**config.mk**
```make
export PLATFORM = sky130hd
export DESIGN_NAME = rssr_way_scan
export DESIGN_NICKNAME = d
export VERILOG_FILES = /design/src/hw/rtl/rssr_pkg.sv /design/src/hw/rtl/rssr_way_scan.sv
export SDC_FILE = /design/constraint.sdc
export NUM_CORES = 1
export LEC_CHECK = 0
export BUFFER_PORTS_ARGS = -buffer_cell sky130_fd_sc_hd__buf_2
export CAP_MARGIN = 40
export CORE_MARGIN = 2
export CORE_UTILIZATION = 43
export CTS_BUF_LIST = sky130_fd_sc_hd__clkbuf_4 sky130_fd_sc_hd__clkbuf_8
export CTS_CLUSTER_SIZE = 40
export DETAILED_ROUTE_END_ITERATION = 12
export MAX_ROUTING_LAYER = met4
export PLACE_DENSITY_LB_ADDON = 0.15
export REMOVE_ABC_BUFFERS = 1
export SLEW_MARGIN = 15
export SYNTH_ARGS = -nofsm -noshare
export SYNTH_HDL_FRONTEND = slang
export SYNTH_SLANG_ARGS = --single-unit
```
**constraint.sdc**
```tcl
create_clock -name clk -period 4 [get_ports clk]
set_input_delay 0.6 -clock clk [delete_from_list [all_inputs] [get_ports clk]]
set_output_delay 0.6 -clock clk [all_outputs]
set_load 0.02 [all_outputs]
```
**src/hw/rtl/rssr_pkg.sv**
```systemverilog
// Shared types and fixed constants for the RRIP signature/stream replacement block.
// No dependencies; every other file in hw/rtl imports this package.

package rssr_pkg;

    // Fixed widths of the request, response and configuration fields.
    localparam int SET_IN_W  = 11;
    localparam int MASK_W    = 16;
    localparam int WAY_IN_W  = 4;
    localparam int ADDR_W    = 48;
    localparam int DIFF_W    = ADDR_W + 1;
    localparam int PERIOD_W  = 17;
    localparam int DUEL_W    = 10;
    localparam int RRPV_W    = 2;
    localparam int CNT_W     = 2;
    localparam int SCORE_W   = 2;

    // Request kind codes.
    localparam logic KIND_VICTIM = 1'b0;

    // Saturation limits and reset values.
    localparam logic [RRPV_W-1:0]   RRPV_MAX           = 2'd3;
    localparam logic [CNT_W-1:0]    CNT_MAX            = 2'd3;
    localparam logic [CNT_W-1:0]    CNT_RESET          = 2'd1;
    localparam logic [SCORE_W-1:0]  SCORE_MAX          = 2'd3;
    localparam logic [DUEL_W-1:0]   DUEL_INIT          = 10'd512;
    localparam logic [DUEL_W-1:0]   DUEL_MAX           = 10'd1023;
    localparam logic [PERIOD_W-1:0] DECAY_PERIOD_RESET = 17'd100000;

    // Address strides that count as streaming (one or two cache lines).
    localparam int STRIDE_ONE = 64;
    localparam int STRIDE_TWO = 128;

    // Per-set stream detector entry.
    typedef struct packed {
        logic               valid;
        logic [ADDR_W-1:0]  addr;
        logic [SCORE_W-1:0] score;
    } stream_entry_t;

    // Status of the way scan unit toward the sequencer.
    typedef struct packed {
        logic              busy;
        logic              done;
        logic [RRPV_W-1:0] age;
    } scan_ctrl_t;

endpackage

```
**src/hw/rtl/rssr_way_scan.sv**
```systemverilog
// Way scan unit: walks one way per cycle to find the first invalid way, or the
// first way with the highest re-reference value and the aging step. Uses rssr_pkg.

module rssr_way_scan import rssr_pkg::*; #(
    parameter int NUM_WAYS = 16
) (
    input  logic                             clk,
    input  logic                             rst_n,
    input  logic                             start,
    input  logic [NUM_WAYS-1:0][RRPV_W-1:0]  row,
    input  logic [NUM_WAYS-1:0]              mask,
    output scan_ctrl_t                       ctrl,
    output logic [$clog2(NUM_WAYS)-1:0]      victim
);

    localparam int WAY_W = $clog2(NUM_WAYS);

    logic [NUM_WAYS-1:0][RRPV_W-1:0] row_reg;
    logic [NUM_WAYS-1:0]             mask_reg;
    logic                            busy_reg;
    logic                            done_reg;
    logic [WAY_W-1:0]                cnt_reg;
    logic [RRPV_W-1:0]               top_reg;
    logic [WAY_W-1:0]                top_idx_reg;
    logic                            inv_found_reg;
    logic [WAY_W-1:0]                inv_idx_reg;
    logic [RRPV_W-1:0]               cur_val;
    logic                            last_way;

    // The value under the shared compare this cycle.
    assign cur_val  = row_reg[cnt_reg];
    assign last_way = (cnt_reg == WAY_W'(NUM_WAYS - 1));

    // Capture the set row and valid bits when a scan starts.
    always_ff @(posedge clk)
    begin
        if (start)
        begin
            row_reg  <= row;
            mask_reg <= mask;
        end
    end

    // Scan sequencer: one way per cycle, strict compare keeps the first maximum.
    always_ff @(posedge clk or negedge rst_n)
    begin
        if (!rst_n)
        begin
            busy_reg      <= 1'b0;
            done_reg      <= 1'b0;
            cnt_reg       <= '0;
            top_reg       <= '0;
            top_idx_reg   <= '0;
            inv_found_reg <= 1'b0;
            inv_idx_reg   <= '0;
        end
        else if (start)
        begin
            busy_reg      <= 1'b1;
            done_reg      <= 1'b0;
            cnt_reg       <= '0;
            top_reg       <= '0;
            top_idx_reg   <= '0;
            inv_found_reg <= 1'b0;
            inv_idx_reg   <= '0;
        end
        else if (busy_reg)
        begin
            if (!inv_found_reg && !mask_reg[cnt_reg])
            begin
                inv_found_reg <= 1'b1;
                inv_idx_reg   <= cnt_reg;
            end
            if (cur_val > top_reg)
            begin
                top_reg     <= cur_val;
                top_idx_reg <= cnt_reg;
            end
            if (last_way)
            begin
                busy_reg <= 1'b0;
                done_reg <= 1'b1;
            end
            else
            begin
                cnt_reg <= cnt_reg + 1'b1;
            end
        end
        else
        begin
            done_reg <= 1'b0;
        end
    end

    // An invalid way wins and needs no aging; otherwise age the set to the maximum.
    assign ctrl.busy = busy_reg;
    assign ctrl.done = done_reg;
    assign ctrl.age  = inv_found_reg ? '0 : RRPV_MAX - top_reg;
    assign victim    = inv_found_reg ? inv_idx_reg : top_idx_reg;

    // The sequencer never restarts a scan that is still running.
    a_no_restart: assert property (@(posedge clk) disable iff (!rst_n)
        busy_reg |-> !start)
        else $error("way scan restarted while busy");

    // Done follows directly on the last scan cycle.
    a_done_after_busy: assert property (@(posedge clk) disable iff (!rst_n)
        done_reg |-> !busy_reg && $past(busy_reg))
        else $error("scan done without a preceding scan");

    // A start always begins at way zero.
    a_start_clears: assert property (@(posedge clk) disable iff (!rst_n)
        start |=> busy_reg && cnt_reg == '0)
        else $error("scan did not begin at way zero");

endmodule

```
==> results.py, run 1 <==
metrics = {
    "hold_path": {
        "hold_path.class": "input port to async pin",
    },
    "clock_network": {
        "cts_root_buf": "clkbuf_8",
        "cts.htree.levels": 3,
        "cts_buffers": 9,
        "insertion_delay_ns": 0.32,
        "cts_resized": 0,
        "post-cts-setup-buffers": 0,
        "cts_tree": "built",
        "cts-hold-fix-buffers": 0,
        "clockBufferDepth": 2,
        "cts_sinks": 65,
        "clkTransAtPathRegs_ns": 0.06,
    },
    "pwr": {
        "p_per_area_mw_per_mm2": 491,
        "combPwrFrac_pct": 16.6,
        "p_leak_uw": 0.00136,
        "p_switching_uw": 396,
        "p_clk_share_pct": 31.4,
        "p_sw_share_pct": 24.7,
        "p_int_uw": 1210,
        "irDropWorstVdd_mv": 0.227,
        "seq_power_share_pct": 51.9,
    },
    "worst_setup_path": {
        "worstSetupStartpointType": "flip-flop",
        "path_depth": 9,
        "timing.rr.start": "cnt_reg[0]",
        "rrSetupSlack_ns": 0.93,
        "endpoint_kind": "flip-flop",
        "crit_required_ns": 4.21,
        "critical_path_buf_inv_count": 1,
        "path_max_fanout": 11,
        "slowest_stage": "dfrtp_1",
        "crit_chain": "buf_4, mux4_2, nand3_1, nand3_1, ha_1, nor2b_1, o211ai_2, mux2i_1, nor2_1",
        "reg2reg_depth": 9,
        "critical_path_class": "flip-flop to flip-flop",
        "cp_top_family": "multiplexers",
        "worst_path_most_repeated_cell": "nand3_1",
        "arrival_ns": 3.27,
        "critPathMaxStageDelay_ns": 0.75,
        "worstReg2RegEnd": "top_idx_reg[0]",
    },
    "finish": {
        "nets": 280,
        "largest_reg_flops": 32,
        "final_common_cell": "buf_2",
        "fillCellCount": 497,
        "synthToLayoutAreaGrowth_pct": 19.9,
        "drive_above_1_share_pct": 40.3,
        "num_antenna_cells": 0,
        "multiInputGateArea_um2": 787,
        "final_cell_mix": "58 x buf_2, 48 x edfxtp_1, 17 x dfrtp_1",
        "seq_area_mm2": 0.00187,
    },
    "timing": {
        "hold_viol_final": 0,
        "drv_slew": 0,
        "rsz0062_at_grt": "false",
        "post-route-period-util_pct": 76.6,
        "fin_crit_ns": 3.07,
        "whs_ns": 0.177,
        "relSlewSlack_pct": 54.9,
        "skew_ns": 0.00507,
        "setup_tns_ns": 0,
        "max_freq_mhz": 326,
        "max_slew.worst_pin.slew_ns": 0.677,
        "setup-violations-final": 0,
    },
    "logic_synthesis": {
        "synth.cell_area_mm2": 0.00272,
        "synth_top_area_share_pct": 52.9,
        "yosysSeqAreaShare_pct": 68.6,
        "ys_types": 28,
        "synth_edf_count": 48,
        "synth-main-ff-cell": "edfxtp_1",
        "synthAdderAreaFrac_pct": 1.38,
        "synthXorXnorAreaFrac_pct": 0.965,
        "synth_top_family_by_area": "multiplexers",
        "synth_compound_area_share_pct": 3.54,
        "synth_simple_gate_area_share_pct": 7.58,
        "async_flop_share_pct": 26.2,
        "syn_avg_cell_area_um2": 16.5,
        "synth_mux_area_share_pct": 15.4,
        "syn_inst": 165,
        "synth.area.top_cells": "edfxtp_1 53%, dfrtp_1 16%, mux4_2 8.3%",
        "yosys_warnings": 0,
        "synth_area_leader_cell": "edfxtp_1",
        "ys_ff_latch": 65,
    },
    "drt": {
        "drtIter0Drc": 89,
        "vias": 1562,
        "first_pass_iters": 4,
        "drc": 0,
        "ant_nets": 0,
        "wl_per_cell_um": 15.0,
        "drt-total-wl_um": 4580,
        "vias_per_cell": 5.10,
    },
    "floorplan": {
        "die_h_um": 83.6,
        "start_util_pct": 45.2,
        "die_w_um": 83.6,
        "die-area_mm2": 0.00698,
        "core_area_mm2": 0.00603,
        "rows": 28,
        "pin_count": 59,
    },
    "global_routing": {
        "grt_pass1_vias": 1577,
        "grt_max_degree": 39,
        "antenna_found_initial": 0,
        "grt-ovfl-total": 0,
        "grtUsageTotal_pct": 14.8,
        "grt_pass1_wl_um": 7700,
    },
    "outcome": {
        "status": "complete, no violations",
    },
    "placed_design": {
        "gp_congestion": 0.715,
        "hpwl_um": 3250,
        "port_buffers": 58,
    },
    "job": {
        "maxCapViolations": 0,
    },
}
[worst max path at each step]
stage | start | end | slack (ns)
3_3_place_gp | cnt_reg[0] | top_idx_reg[1] | 0.99
6_report | cnt_reg[0] | top_idx_reg[0] | 0.93
4_1_cts | cnt_reg[0] | top_idx_reg[0] | 0.90
3_5_place_dp | cnt_reg[0] | top_idx_reg[0] | 0.93
5_1_grt | cnt_reg[0] | top_idx_reg[0] | 0.72
2_1_floorplan | cnt_reg[0] | top_idx_reg[0] | 1.12
[final cells by class]
class	instances	area share [%]
inverter	2	0.230
multi-input combinational	87	24.1
tap	75	2.88
clock buffer	16	5.60
sequential	65	57.2
timing repair buffer	61	9.97
[cell usage after synthesis, types with 4 or more instances]
master,count
edfxtp_1,48
dfrtp_1,17
mux2i_1,15
nor2_1,12
mux4_2,10
nand2b_1,7
nand3_1,7
clkbuf_1,6
nand2_1,6
mux2_2,4
[layer usage]
| layer | routed length [µm] | part of all wire (%) | GRT usage, % | vias to the layer above |
|---|---|---|---|---|
| met5 | 0 | 0 | - | - |
| met2 | 2250 | 49 | 21.7 | 49 |
| met4 | 102 | 2.2 | 8.21 | 0 |
| met1 | 1980 | 43 | 18.2 | 760 |
| li1 | - | - | - | 744 |
| met3 | 244 | 5.3 | 4.55 | 9 |
[kinds of logic (layout without fill, tap and decap cells)]
| family | after synthesis | count (layout) |
|---|---|---|
| xor+xnor | 3 | 3 |
| buf+inv | 13 | 79 |
| mux | 29 | 29 |
| compound gates | 11 | 11 |
| flops | 65 | 65 |
| simple gates | 41 | 41 |
| fa+ha+maj | 3 | 3 |
[stage by stage]
step / util [%] / power [µW] / area, µm² / std cells / worst slack, ns
floorplan: - / 1020 / 2660 / 154 / 1.12
detailed placement: 51.1 / 1110 / 3080 / 290 / 0.932
finish: 54.2 / 1600 / 3260 / 306 / 0.934
global route: 54.2 / 1690 / 3260 / 306 / 0.720
global placement: 50.8 / 1100 / 3060 / 289 / 0.987
CTS: 54.2 / 1620 / 3260 / 306 / 0.904
[power by group through the flow]
stage	Clock, µW	Combinational (µW)	Sequential [µW]
after detailed placement	0	267	847
after global routing	554	293	841
after global placement	0	252	846
after floorplan	0	184	833
final	504	267	833
after CTS	519	268	834
Power figures use the tool's default switching activity.
==> run 2, diff against run 1 <==
==> constraint.sdc (replaced) <==
create_clock -name clk -period 3.1 [get_ports clk]
set_input_delay 0.465 -clock clk [delete_from_list [all_inputs] [get_ports clk]]
set_output_delay 0.465 -clock clk [all_outputs]
set_load 0.02 [all_outputs]
==> results.py, run 2 (synthesis results as in run 1) <==
metrics = {
    "outcome": {
        "status": "complete, no violations",
    },
    "clock_network": {
        "clkTransAtPathRegs_ns": 0.07,
        "cts_resized": 0,
        "cts-hold-fix-buffers": 0,
        "cts.htree.levels": 3,
        "cts_buffers": 9,
        "clockBufferDepth": 2,
        "cts_tree": "built",
        "cts_root_buf": "clkbuf_8",
        "cts_sinks": 65,
        "post-cts-setup-buffers": 0,
        "insertion_delay_ns": 0.34,
    },
    "timing": {
        "relSlewSlack_pct": 47.5,
        "setup_tns_ns": 0,
        "max_slew.worst_pin.slew_ns": 0.787,
        "fin_crit_ns": 2.78,
        "setup_ws_ns": 0.323,
        "post-route-period-util_pct": 89.6,
        "drv_slew": 0,
        "setup-violations-final": 0,
        "hold_viol_final": 0,
        "max_freq_mhz": 360,
        "rsz0062_at_grt": "false",
        "skew_ns": 0.00832,
    },
    "finish": {
        "seq_area_mm2": 0.00187,
        "nets": 282,
        "largest_reg_flops": 32,
        "drive_above_1_share_pct": 40.8,
        "num_antenna_cells": 0,
        "synthToLayoutAreaGrowth_pct": 21.9,
        "final_common_cell": "buf_2",
        "final_cell_mix": "58 x buf_2, 48 x edfxtp_1, 17 x dfrtp_1",
        "final_util_pct": 55.1,
        "multiInputGateArea_um2": 787,
        "fillCellCount": 506,
        "design_area_mm2": 0.00332,
    },
    "global_routing": {
        "grt_pass1_wl_um": 7900,
        "antenna_found_initial": 0,
        "grt_pass1_vias": 1631,
        "grt_max_degree": 40,
        "grt-ovfl-total": 0,
        "grtUsageTotal_pct": 15.2,
    },
    "hold_path": {
        "hold_path.class": "input port to async pin",
    },
    "worst_setup_path": {
        "critical_path_class": "flip-flop to flip-flop",
        "worstSetupEndpoint": "top_idx_reg[1]",
        "reg2reg_depth": 9,
        "rrSetupSlack_ns": 0.32,
        "startpoint": "cnt_reg[0]",
        "arrival_ns": 2.97,
        "crit_required_ns": 3.29,
        "worstReg2RegEnd": "top_idx_reg[1]",
        "endpoint_kind": "flip-flop",
        "timing.rr.start": "cnt_reg[0]",
        "path_max_fanout": 8,
        "worstSetupStartpointType": "flip-flop",
    },
    "floorplan": {
        "start_util_pct": 45.2,
        "pin_count": 59,
        "die-area_mm2": 0.00698,
        "die_h_um": 83.6,
        "core_area_mm2": 0.00603,
        "rows": 28,
        "die_w_um": 83.6,
    },
    "placed_design": {
        "hpwl_um": 3380,
        "dp_slack_ns": 0.295,
        "port_buffers": 58,
        "dpl-instance-area_mm2": 0.00310,
        "gp_congestion": 0.715,
    },
    "drt": {
        "vias_per_cell": 5.09,
        "drtIter0Drc": 68,
        "drt-total-wl_um": 4720,
        "ant_nets": 0,
        "vias": 1569,
        "drc": 0,
        "first_pass_iters": 5,
        "wl_per_cell_um": 15.3,
    },
    "pwr": {
        "p_leak_uw": 0.00138,
        "total_power_uw": 2210,
        "irDropWorstVdd_mv": 0.367,
        "p_per_area_mw_per_mm2": 666,
    },
    "job": {
        "maxCapViolations": 0,
    },
}
==> run 2: final cells by class <==
cell class              instances  area share (%)
clock inverters                 6            2.79
multi-input cells              87            23.7
well taps                      75            2.83
clock buffers                  10            3.96
flip-flops and latches         65            56.2
repair buffers                 63            10.3
inverters                       2           0.226
==> run 2: power breakdown <==
part / switching (µW) / internal [µW]
registers: 46.4 / 1020
logic: 184 / 173
clock network: 322 / 464
total: 552 / 1660
==> run 2: worst max-delay path, stage by stage (launching register included) <==
cell and delay [ns]:
dfrtp_1 0.54, buf_4 0.23, mux4_2 0.49, nand3_1 0.10
nand3_1 0.11, ha_1 0.30, nor2b_1 0.14, o211ai_2 0.40
mux2i_1 0.26, nor2_1 0.05
==> run 2: how the worst min path moves through the flow <==
| stage | from | slack, ns | end |
|---|---|---|---|
| after floorplan | rst_n | 0.17 | busy_reg |
| after global placement | rst_n | 0.40 | inv_idx_reg[1] |
| after detailed placement | rst_n | 0.41 | top_idx_reg[1] |
| after CTS | rst_n | 0.05 | top_idx_reg[2] |
| after global routing | rst_n | 0.05 | busy_reg |
| final | rst_n | 0.03 | top_idx_reg[2] |
==> run 2: through the flow <==
| step | std cells | hold WS [ns] |
|---|---|---|
| floorplan | 154 | 0.169 |
| global placement | 292 | 0.399 |
| global route | 308 | 0.0519 |
| finish | 308 | 0.0349 |
| CTS | 308 | 0.0492 |
| detailed placement | 292 | 0.406 |
==> run 2: metal layers <==
metal | track usage, % | wire length, µm
met2 | 23.8 | 2400
met4 | 3.08 | 30
met3 | 6.63 | 258
met1 | 18.5 | 2030
met5 | - | 0
